**src/arte_pkg.sv**
```systemverilog
// ----------------------------------------------------------------------------
// arte_pkg
// Types, codes and constants shared by the ARP receive table engine.
// ----------------------------------------------------------------------------
package arte_pkg;

  localparam int DEF_TABLE_ENTRIES = 16;
  localparam int QUEUE_DEPTH       = 2;

  localparam int CFG_IDX_W  = 2;
  localparam int CFG_DATA_W = 48;

  localparam logic [CFG_IDX_W-1:0] REG_LOCAL_IP    = 2'd0;
  localparam logic [CFG_IDX_W-1:0] REG_IP_ASSIGNED = 2'd1;
  localparam logic [CFG_IDX_W-1:0] REG_LOCAL_MAC   = 2'd2;

  localparam logic [15:0] HW_TYPE_ETH = 16'h0001;
  localparam logic [15:0] PROTO_IPV4  = 16'h0800;
  localparam logic [15:0] OP_REQUEST  = 16'd1;
  localparam logic [15:0] OP_REPLY    = 16'd2;

  typedef enum logic [1:0] {
    CLS_SHORT,
    CLS_NOT_ETH,
    CLS_NOT_IP,
    CLS_ARP
  } cls_t;

  typedef enum logic [2:0] {
    STAT_SHORT      = 3'd0,
    STAT_NOT_ETH    = 3'd1,
    STAT_NOT_IP     = 3'd2,
    STAT_UPD_OTHER  = 3'd3,
    STAT_IGNORED    = 3'd4,
    STAT_UPD_OURS   = 3'd5,
    STAT_ADDED      = 3'd6,
    STAT_FULL       = 3'd7
  } status_t;

  typedef enum logic [1:0] {
    ST_IDLE,
    ST_SCAN,
    ST_DECIDE
  } back_state_t;

  typedef struct packed {
    cls_t        cls;
    logic [15:0] hw_type;
    logic [15:0] proto_type;
    logic [7:0]  hw_len;
    logic [7:0]  proto_len;
    logic [15:0] opcode;
    logic [47:0] sender_mac;
    logic [31:0] sender_ip;
    logic [31:0] target_ip;
  } pkt_t;

endpackage

```
**src/arte_front.sv**
```systemverilog
// ----------------------------------------------------------------------------
// arte_front
// Accepts received packets, classifies them and pushes them to the queue.
// ----------------------------------------------------------------------------
module arte_front (
  input  logic           in_valid,
  output logic           in_ready,
  input  logic           frame_short,
  input  logic [15:0]    hw_type,
  input  logic [15:0]    proto_type,
  input  logic [7:0]     hw_len,
  input  logic [7:0]     proto_len,
  input  logic [15:0]    opcode,
  input  logic [47:0]    sender_mac,
  input  logic [31:0]    sender_ip,
  input  logic [31:0]    target_ip,
  input  logic           q_full,
  output logic           q_push,
  output arte_pkg::pkt_t q_item
);
  import arte_pkg::*;

  cls_t cls;

  always_comb begin
    priority if (frame_short) begin
      cls = CLS_SHORT;
    end else if (hw_type != HW_TYPE_ETH) begin
      cls = CLS_NOT_ETH;
    end else if (proto_type != PROTO_IPV4) begin
      cls = CLS_NOT_IP;
    end else begin
      cls = CLS_ARP;
    end
  end

  assign in_ready = !q_full;
  assign q_push   = in_valid && !q_full;

  always_comb begin
    q_item.cls        = cls;
    q_item.hw_type    = hw_type;
    q_item.proto_type = proto_type;
    q_item.hw_len     = hw_len;
    q_item.proto_len  = proto_len;
    q_item.opcode     = opcode;
    q_item.sender_mac = sender_mac;
    q_item.sender_ip  = sender_ip;
    q_item.target_ip  = target_ip;
  end

endmodule

```
**src/arte_queue.sv**
```systemverilog
// ----------------------------------------------------------------------------
// arte_queue
// Short queue of classified packets between front and back.
// ----------------------------------------------------------------------------
module arte_queue (
  input  logic           clk,
  input  logic           rst,
  input  logic           push,
  input  arte_pkg::pkt_t item_in,
  output logic           full,
  input  logic           pop,
  output logic           valid,
  output arte_pkg::pkt_t item_out
);
  import arte_pkg::*;

  localparam int PW = (QUEUE_DEPTH > 1) ? $clog2(QUEUE_DEPTH) : 1;
  localparam int CW = $clog2(QUEUE_DEPTH + 1);

  pkt_t          slots [QUEUE_DEPTH];
  logic [PW-1:0] wptr;
  logic [PW-1:0] rptr;
  logic [CW-1:0] count;
  logic          do_push;
  logic          do_pop;

  assign full     = (count == CW'(QUEUE_DEPTH));
  assign valid    = (count != '0);
  assign item_out = slots[rptr];
  assign do_push  = push && !full;
  assign do_pop   = pop && valid;

  always_ff @(posedge clk) begin
    if (rst) begin
      wptr  <= '0;
      rptr  <= '0;
      count <= '0;
    end else begin
      if (do_push) begin
        wptr <= (wptr == PW'(QUEUE_DEPTH - 1)) ? '0 : wptr + 1'b1;
      end
      if (do_pop) begin
        rptr <= (rptr == PW'(QUEUE_DEPTH - 1)) ? '0 : rptr + 1'b1;
      end
      if (do_push && !do_pop) begin
        count <= count + 1'b1;
      end else if (do_pop && !do_push) begin
        count <= count - 1'b1;
      end
    end
  end

  always_ff @(posedge clk) begin
    if (do_push) begin
      slots[wptr] <= item_in;
    end
  end

endmodule

```
**src/arte_back.sv**
```systemverilog
// ----------------------------------------------------------------------------
// arte_back
// Walks the address table, updates or adds the sender and builds the result.
// ----------------------------------------------------------------------------
module arte_back #(
  parameter int TABLE_ENTRIES = arte_pkg::DEF_TABLE_ENTRIES
) (
  input  logic           clk,
  input  logic           rst,
  input  logic           q_valid,
  input  arte_pkg::pkt_t q_item,
  output logic           q_pop,
  input  logic [31:0]    local_ip,
  input  logic           ip_assigned,
  input  logic [47:0]    local_mac,
  output logic           out_valid,
  input  logic           out_ready,
  output logic [2:0]     status,
  output logic           table_full,
  output logic           reply_valid,
  output logic [15:0]    reply_hw_type,
  output logic [15:0]    reply_proto_type,
  output logic [7:0]     reply_hw_len,
  output logic [7:0]     reply_proto_len,
  output logic [15:0]    reply_opcode,
  output logic [47:0]    reply_sender_mac,
  output logic [31:0]    reply_sender_ip,
  output logic [47:0]    reply_target_mac,
  output logic [31:0]    reply_target_ip
);
  import arte_pkg::*;

  localparam int IW = $clog2(TABLE_ENTRIES);
  localparam int CW = $clog2(TABLE_ENTRIES + 1);

  back_state_t   state;
  back_state_t   state_next;
  pkt_t          pkt;
  logic [CW-1:0] fill_count;
  logic [CW-1:0] scan_idx;
  logic [IW-1:0] cmp_idx;
  logic          cmp_valid;
  logic          hit_found;
  logic [IW-1:0] hit_idx;

  logic [79:0]   mem [TABLE_ENTRIES];
  logic [79:0]   rd_data;
  logic [IW-1:0] rd_addr;
  logic [IW-1:0] mem_waddr;
  logic          mem_we;

  logic          scan_hit;
  logic          scan_done;
  logic          issue;
  logic          load;
  logic          ours;
  logic          full;
  logic          do_add;
  logic          reply;
  status_t       stat_next;
  status_t       stat;

  // next state
  always_comb begin
    state_next = state;
    unique case (state)
      ST_IDLE: begin
        if (q_valid) begin
          state_next = (q_item.cls == CLS_ARP) ? ST_SCAN : ST_DECIDE;
        end
      end
      ST_SCAN: begin
        if (scan_hit || scan_done) begin
          state_next = ST_DECIDE;
        end
      end
      ST_DECIDE: begin
        if (load) begin
          state_next = ST_IDLE;
        end
      end
      default: state_next = ST_IDLE;
    endcase
  end

  // outputs of the sequencer
  always_comb begin
    scan_hit  = cmp_valid && (rd_data[79:48] == pkt.sender_ip);
    scan_done = (scan_idx == fill_count);
    rd_addr   = scan_idx[IW-1:0];
    q_pop     = (state == ST_IDLE) && q_valid;
    issue     = (state == ST_SCAN) && !scan_hit && !scan_done;
    load      = (state == ST_DECIDE) && (!out_valid || out_ready);
  end

  assign ours = ip_assigned && (local_ip == pkt.target_ip);
  assign full = (fill_count == CW'(TABLE_ENTRIES));

  always_comb begin
    unique case (pkt.cls)
      CLS_SHORT:   stat_next = STAT_SHORT;
      CLS_NOT_ETH: stat_next = STAT_NOT_ETH;
      CLS_NOT_IP:  stat_next = STAT_NOT_IP;
      CLS_ARP: begin
        priority if (!ours) begin
          stat_next = hit_found ? STAT_UPD_OTHER : STAT_IGNORED;
        end else if (hit_found) begin
          stat_next = STAT_UPD_OURS;
        end else if (full) begin
          stat_next = STAT_FULL;
        end else begin
          stat_next = STAT_ADDED;
        end
      end
      default: stat_next = STAT_SHORT;
    endcase
  end

  assign reply     = (pkt.cls == CLS_ARP) && ours && (pkt.opcode == OP_REQUEST);
  assign do_add    = load && (pkt.cls == CLS_ARP) && ours && !hit_found && !full;
  assign mem_we    = do_add || (load && (pkt.cls == CLS_ARP) && hit_found);
  assign mem_waddr = hit_found ? hit_idx : fill_count[IW-1:0];

  always_ff @(posedge clk) begin
    if (rst) begin
      state      <= ST_IDLE;
      fill_count <= '0;
      cmp_valid  <= 1'b0;
      hit_found  <= 1'b0;
      out_valid  <= 1'b0;
    end else begin
      state <= state_next;
      if (q_pop) begin
        scan_idx  <= '0;
        cmp_valid <= 1'b0;
        hit_found <= 1'b0;
      end else if (state == ST_SCAN) begin
        cmp_valid <= issue;
        if (scan_hit) begin
          hit_found <= 1'b1;
          hit_idx   <= cmp_idx;
        end
        if (issue) begin
          scan_idx <= scan_idx + 1'b1;
          cmp_idx  <= scan_idx[IW-1:0];
        end
      end
      if (do_add) begin
        fill_count <= fill_count + 1'b1;
      end
      if (load) begin
        out_valid <= 1'b1;
      end else if (out_ready) begin
        out_valid <= 1'b0;
      end
    end
  end

  always_ff @(posedge clk) begin
    if (q_pop) begin
      pkt <= q_item;
    end
  end

  // entry table: ip in the upper bits, mac in the lower
  always_ff @(posedge clk) begin
    rd_data <= mem[rd_addr];
    if (mem_we) begin
      mem[mem_waddr] <= {pkt.sender_ip, pkt.sender_mac};
    end
  end

  always_ff @(posedge clk) begin
    if (load) begin
      stat        <= stat_next;
      table_full  <= (stat_next == STAT_FULL);
      reply_valid <= reply;
      if (reply) begin
        reply_hw_type    <= pkt.hw_type;
        reply_proto_type <= pkt.proto_type;
        reply_hw_len     <= pkt.hw_len;
        reply_proto_len  <= pkt.proto_len;
        reply_opcode     <= OP_REPLY;
        reply_sender_mac <= local_mac;
        reply_sender_ip  <= pkt.target_ip;
        reply_target_mac <= pkt.sender_mac;
        reply_target_ip  <= pkt.sender_ip;
      end else begin
        reply_hw_type    <= '0;
        reply_proto_type <= '0;
        reply_hw_len     <= '0;
        reply_proto_len  <= '0;
        reply_opcode     <= '0;
        reply_sender_mac <= '0;
        reply_sender_ip  <= '0;
        reply_target_mac <= '0;
        reply_target_ip  <= '0;
      end
    end
  end

  assign status = stat;

endmodule

```
**src/arp_receive_table_engine_unit.sv**
```systemverilog
// a packet is popped from the queue, ARP packets walk the table, then the result is
//   registered; the table walk reads one entry per cycle and stops at the first hit
// the back end takes the next packet from the queue only once the last result is loaded
// a two-entry queue lets new packets in while the walk or the output stalls
// reset clears the configuration registers, the queue and the entry count
// ----------------------------------------------------------------------------
// arp_receive_table_engine_unit
// ARP receive engine: drops bad frames, keeps an IP-to-MAC table, answers
// requests addressed to the local interface.
// ----------------------------------------------------------------------------
module arp_receive_table_engine_unit #(
  parameter int TABLE_ENTRIES = arte_pkg::DEF_TABLE_ENTRIES
) (
  input  logic                            clk,
  input  logic                            rst,
  input  logic                            cfg_we,
  input  logic [arte_pkg::CFG_IDX_W-1:0]  cfg_index,
  input  logic [arte_pkg::CFG_DATA_W-1:0] cfg_data,
  input  logic                            in_valid,
  output logic                            in_ready,
  input  logic                            frame_short,
  input  logic [15:0]                     hw_type,
  input  logic [15:0]                     proto_type,
  input  logic [7:0]                      hw_len,
  input  logic [7:0]                      proto_len,
  input  logic [15:0]                     opcode,
  input  logic [47:0]                     sender_mac,
  input  logic [31:0]                     sender_ip,
  input  logic [31:0]                     target_ip,
  output logic                            out_valid,
  input  logic                            out_ready,
  output logic [2:0]                      status,
  output logic                            table_full,
  output logic                            reply_valid,
  output logic [15:0]                     reply_hw_type,
  output logic [15:0]                     reply_proto_type,
  output logic [7:0]                      reply_hw_len,
  output logic [7:0]                      reply_proto_len,
  output logic [15:0]                     reply_opcode,
  output logic [47:0]                     reply_sender_mac,
  output logic [31:0]                     reply_sender_ip,
  output logic [47:0]                     reply_target_mac,
  output logic [31:0]                     reply_target_ip
);
  import arte_pkg::*;

  logic [31:0] local_ip;
  logic        ip_assigned;
  logic [47:0] local_mac;

  logic        q_full;
  logic        q_push;
  pkt_t        q_item_in;
  logic        q_pop;
  logic        q_valid;
  pkt_t        q_item_out;

  always_ff @(posedge clk) begin
    if (rst) begin
      local_ip    <= '0;
      ip_assigned <= 1'b0;
      local_mac   <= '0;
    end else if (cfg_we) begin
      unique case (cfg_index)
        REG_LOCAL_IP:    local_ip    <= cfg_data[31:0];
        REG_IP_ASSIGNED: ip_assigned <= cfg_data[0];
        REG_LOCAL_MAC:   local_mac   <= cfg_data[47:0];
        default: ;
      endcase
    end
  end

  arte_front u_front (
    .in_valid   (in_valid),
    .in_ready   (in_ready),
    .frame_short(frame_short),
    .hw_type    (hw_type),
    .proto_type (proto_type),
    .hw_len     (hw_len),
    .proto_len  (proto_len),
    .opcode     (opcode),
    .sender_mac (sender_mac),
    .sender_ip  (sender_ip),
    .target_ip  (target_ip),
    .q_full     (q_full),
    .q_push     (q_push),
    .q_item     (q_item_in)
  );

  arte_queue u_queue (
    .clk     (clk),
    .rst     (rst),
    .push    (q_push),
    .item_in (q_item_in),
    .full    (q_full),
    .pop     (q_pop),
    .valid   (q_valid),
    .item_out(q_item_out)
  );

  arte_back #(
    .TABLE_ENTRIES(TABLE_ENTRIES)
  ) u_back (
    .clk             (clk),
    .rst             (rst),
    .q_valid         (q_valid),
    .q_item          (q_item_out),
    .q_pop           (q_pop),
    .local_ip        (local_ip),
    .ip_assigned     (ip_assigned),
    .local_mac       (local_mac),
    .out_valid       (out_valid),
    .out_ready       (out_ready),
    .status          (status),
    .table_full      (table_full),
    .reply_valid     (reply_valid),
    .reply_hw_type   (reply_hw_type),
    .reply_proto_type(reply_proto_type),
    .reply_hw_len    (reply_hw_len),
    .reply_proto_len (reply_proto_len),
    .reply_opcode    (reply_opcode),
    .reply_sender_mac(reply_sender_mac),
    .reply_sender_ip (reply_sender_ip),
    .reply_target_mac(reply_target_mac),
    .reply_target_ip (reply_target_ip)
  );

endmodule

```
**config.mk**
```make
export PLATFORM = sky130hd
export DESIGN_NAME = arp_receive_table_engine_unit
export DESIGN_NICKNAME = d
export VERILOG_FILES = /design/src/arte_pkg.sv /design/src/arte_front.sv /design/src/arte_queue.sv /design/src/arte_back.sv /design/src/arp_receive_table_engine_unit.sv
export SDC_FILE = /design/constraint.sdc
export NUM_CORES = 1
export LEC_CHECK = 0
export BUFFER_PORTS_ARGS = -buffer_cell sky130_fd_sc_hd__buf_4
export CORE_UTILIZATION = 35
export DETAILED_ROUTE_END_ITERATION = 10
export MAX_ROUTING_LAYER = met4
export SYNTH_ARGS = -nofsm -noshare
export SYNTH_HDL_FRONTEND = slang
export SYNTH_SLANG_ARGS = --single-unit
```
**constraint.sdc**
```tcl
create_clock -name clk -period 10.1 [get_ports clk]
set_clock_uncertainty 0.15 [all_clocks]
set_input_delay 1.01 -clock clk [delete_from_list [all_inputs] [get_ports clk]]
set_output_delay 1.01 -clock clk [all_outputs]
set_load 0.05 [all_outputs]
```
==> results.cfg <==
[job]
maxCapViolations = 0

[min_path]
holdCritStartpoint = target_ip[13]
hold_path.class = in2reg

[synthesis]
yosysSeqAreaShare_pct = 79.74
async_reset_ff_share_pct = 0
synthFlopType = edfxtp_1
synth.cell_area_um2 = 51110
synth_fa_ha_area_share_pct = 0.1224
synth_compound_area_share_pct = 1.165
synth_edf_count = 1272
ys_ff_latch = 1400
yosysUniqueCellTypes = 54
synth_xor_area_share_pct = 1.251
syn_inst = 2588
yosys-top-cells-area = edfxtp_1, mux4_2, dfxtp_1
synth_mux_area_share_pct = 11.10
synth_top_family_by_area = multiplexers
synth_top_area_share_pct = 74.73
synth-simple-area-share_pct = 5.432
yosys_warnings = 0
yosysTopAreaCell = edfxtp_1
post_synth.cell_area_avg_um2 = 19.75

[global_routing]
grt_pass1_vias = 25090
grt_first_pass_wirelength_um = 167000
overflow = 0
grt_max_degree = 115
antenna_found_initial = 8
grtUsageTotal_pct = 15.91

[route]
vias_per_cell = 4.781
routed_wirelength_um = 115600
drt_iter0_drc = 1861
drc = 0
postRouteAntennaNets = 0
drt_pass1_iterations = 5
vias = 24670
routedWlPerCell_um = 22.39

[clock_network]
clkLatencyLatePin_ns = 0.78
root_buffer = clkbuf_16
htreeDepth = 4
cts_made_buffers = 147
hold_buffers = 0
cts.path.max_buffers = 3
cts_tree = yes
cts.sinks = 1400
cts_resized = 0
cts_setup_buffers = 0
clk_pin_slew_ns = 0.06

[sta]
final.setup.tns_ns = 0
setup_violations = 0
rsz0062_at_grt = no
fin_crit_ns = 4.295
hold_viol = 0
max_freq_mhz = 232.8
drv_slew = 0
min_period_over_period_pct = 42.52
worstMarginPinSlew_ns = 1.208
max_slew_margin_pct = 19.45

[placement]
placement.cell_area_um2 = 56880
io_buffer_count = 447
finalWeightedCongestion = 0.8087
hpwlAfterDp_um = 69870

[die]
core.rowCount = 139
die_x_um = 384.2
die_area_um2 = 147600
fp.dieH_um = 384.2
initial_utilization_pct = 35.45
io_pins = 463
core_um2 = 144200

[critical_path]
startpoint = u_back.pkt[17]
rr_startpoint = u_back.pkt[17]
crit_type = reg2reg
path_cells = nor2b_1, a221o_1, or4b_4, nor4_4, a31oi_2, nor3_2, buf_4
required_ns = 10.37
cp_max_fo = 23
arrival_ns = 4.56
cp_slowest_cell = nor3_2
start_kind = register
critPathCaptureType = register
cpPeakStageDelay_ns = 0.93

[final_layout]
final_area_um2 = 61760
area_growth_pct = 20.83
fill_cells = 12550
post-route-util_pct = 42.84
drive_above_1_share_pct = 33.53
nets = 3362

[power]
leakagePower_nw = 20.76
peakVddDrop_uv = 200.9
power_density_nw_per_um2 = 280.8

[status]
status = finished clean
==> cells in the mapped netlist, types with 7 or more instances <==
| master | number |
|---|---|
| buf_1 | 15 |
| dfxtp_1 | 128 |
| buf_4 | 17 |
| edfxtp_1 | 1272 |
| mux4_2 | 160 |
| nor2_1 | 30 |
| nand2_1 | 171 |
| mux2_2 | 182 |
| clkbuf_1 | 80 |
| nand2b_1 | 7 |
| nand3_1 | 8 |
| clkbuf_2 | 11 |
| xor2_1 | 42 |
| a21oi_1 | 88 |
| nor3_1 | 25 |
| xnor2_1 | 31 |
| nor4_1 | 26 |
| and2_1 | 210 |
| inv_1 | 8 |
| nand4_1 | 14 |
==> routing by layer <==
layer	share of wire (%)	global-route usage (%)
met5	0	-
met4	2.3	5.032
met3	7.8	5.255
met2	47	24.13
met1	42	20.13
==> registers in the layout, summed over array words and instances (netlist names), 3 cells and up, named ones only <==
name,flops
u_queue.slots,356
u_back.reply_sender_mac,48
u_back.hit_idx,4
u_back.cmp_idx,4
u_back.rd_data,32
u_back.mem,512
u_back.status,3
u_back.scan_idx,5
u_back.pkt,178
u_back.fill_count,5
u_back.reply_hw_type,16
u_back.reply_target_mac,48
u_back.reply_hw_len,8
u_back.reply_target_ip,32
u_back.reply_proto_type,16
u_back.reply_proto_len,8
local_mac,48
local_ip,32
u_back.reply_sender_ip,32
==> critical path: cells and delay by family, from the launching register on <==
family / cells / cell delay (ns)
DFF: 1 / 0.39
buffers and inverters: 1 / 0.52
AOI/OAI and AO/OA: 2 / 0.84
and+or+nand+nor: 4 / 1.99
==> final cells by class <==
| class | count | area (µm²) | share of cell area, % |
|---|---|---|---|
| antenna | 10 | 25.02 | 0.04052 |
| clock buffer | 193 | 3974 | 6.434 |
| clock inverter | 79 | 880.8 | 1.426 |
| inverter | 9 | 41.29 | 0.06685 |
| multi-input combinational | 1065 | 9917 | 16.06 |
| sequential | 1400 | 40760 | 66.00 |
| tap | 1903 | 2381 | 3.855 |
| timing repair buffer | 502 | 3781 | 6.122 |
==> per-stage QoR <==
stage                     setup slack (ns)  total power [mW]  instances  hold WS [ns]
final                                5.805             17.34       5161        0.2572
after detailed placement             5.774             12.15       4879        0.2552
after global routing                 5.563             18.03       5158        0.2070
after global placement               5.863             12.10       4879        0.2528
after CTS                            5.762             17.60       5151        0.1765
after floorplan                     0.7264             10.82       2602        0.2503
==> layout by cell type (no fill, tap or decap), types with 3 or more instances in the layout <==
cell	count
bufinv_16	13
diode_2	10
nand3_1	8
mux2_2	182
a21oi_1	88
o21ai_0	3
edfxtp_1	1272
nand2_1	171
xnor2_1	31
clkbuf_1	36
buf_4	501
nor3_1	9
nor4b_1	3
nand2b_1	7
or3_1	3
xor2_1	42
nand4_1	14
a31oi_1	5
clkbuf_16	149
nor4_1	26
clkinvlp_4	4
dfxtp_1	127
nor2b_1	5
ha_1	5
nor3_2	16
clkinv_1	20
clkbuf_8	8
nor2_1	28
mux4_2	160
clkinv_16	4
conb_1	15
inv_6	7
inv_1	8
clkinv_2	25
and2_1	210
clkinv_4	3
==> kinds of logic (layout without fill, tap and decap cells) <==
group / after synthesis / count (layout)
flip-flops: 1400 / 1400
AND/OR/NAND/NOR: 520 / 520
multiplexers: 344 / 344
buffers and inverters: 137 / 783
AO/OA/AOI/OAI: 108 / 108
XOR/XNOR: 73 / 73
adder cells (fa/ha/maj): 5 / 5
other: 1 / 25
==> report_power, final <==
| part | switching, mW | leakage [nW] | internal [mW] |
|---|---|---|---|
| combinational | 2.37 | 5.60 | 1.18 |
| clock | 2.26 | 2.36 | 3.13 |
| sequential | 0.535 | 12.8 | 7.86 |
==> path summary, 6_finish.rpt <==
check        cells after the start              endpoint  slack (ns)
min reg2reg                      0     u_back.hit_idx[3]        0.27
min                              1  u_queue.slots[0][13]        0.26
max                              7    u_back.mem[13][72]        5.81
max reg2reg                      7    u_back.mem[13][72]        5.81
(Power assumes the default switching activity.)
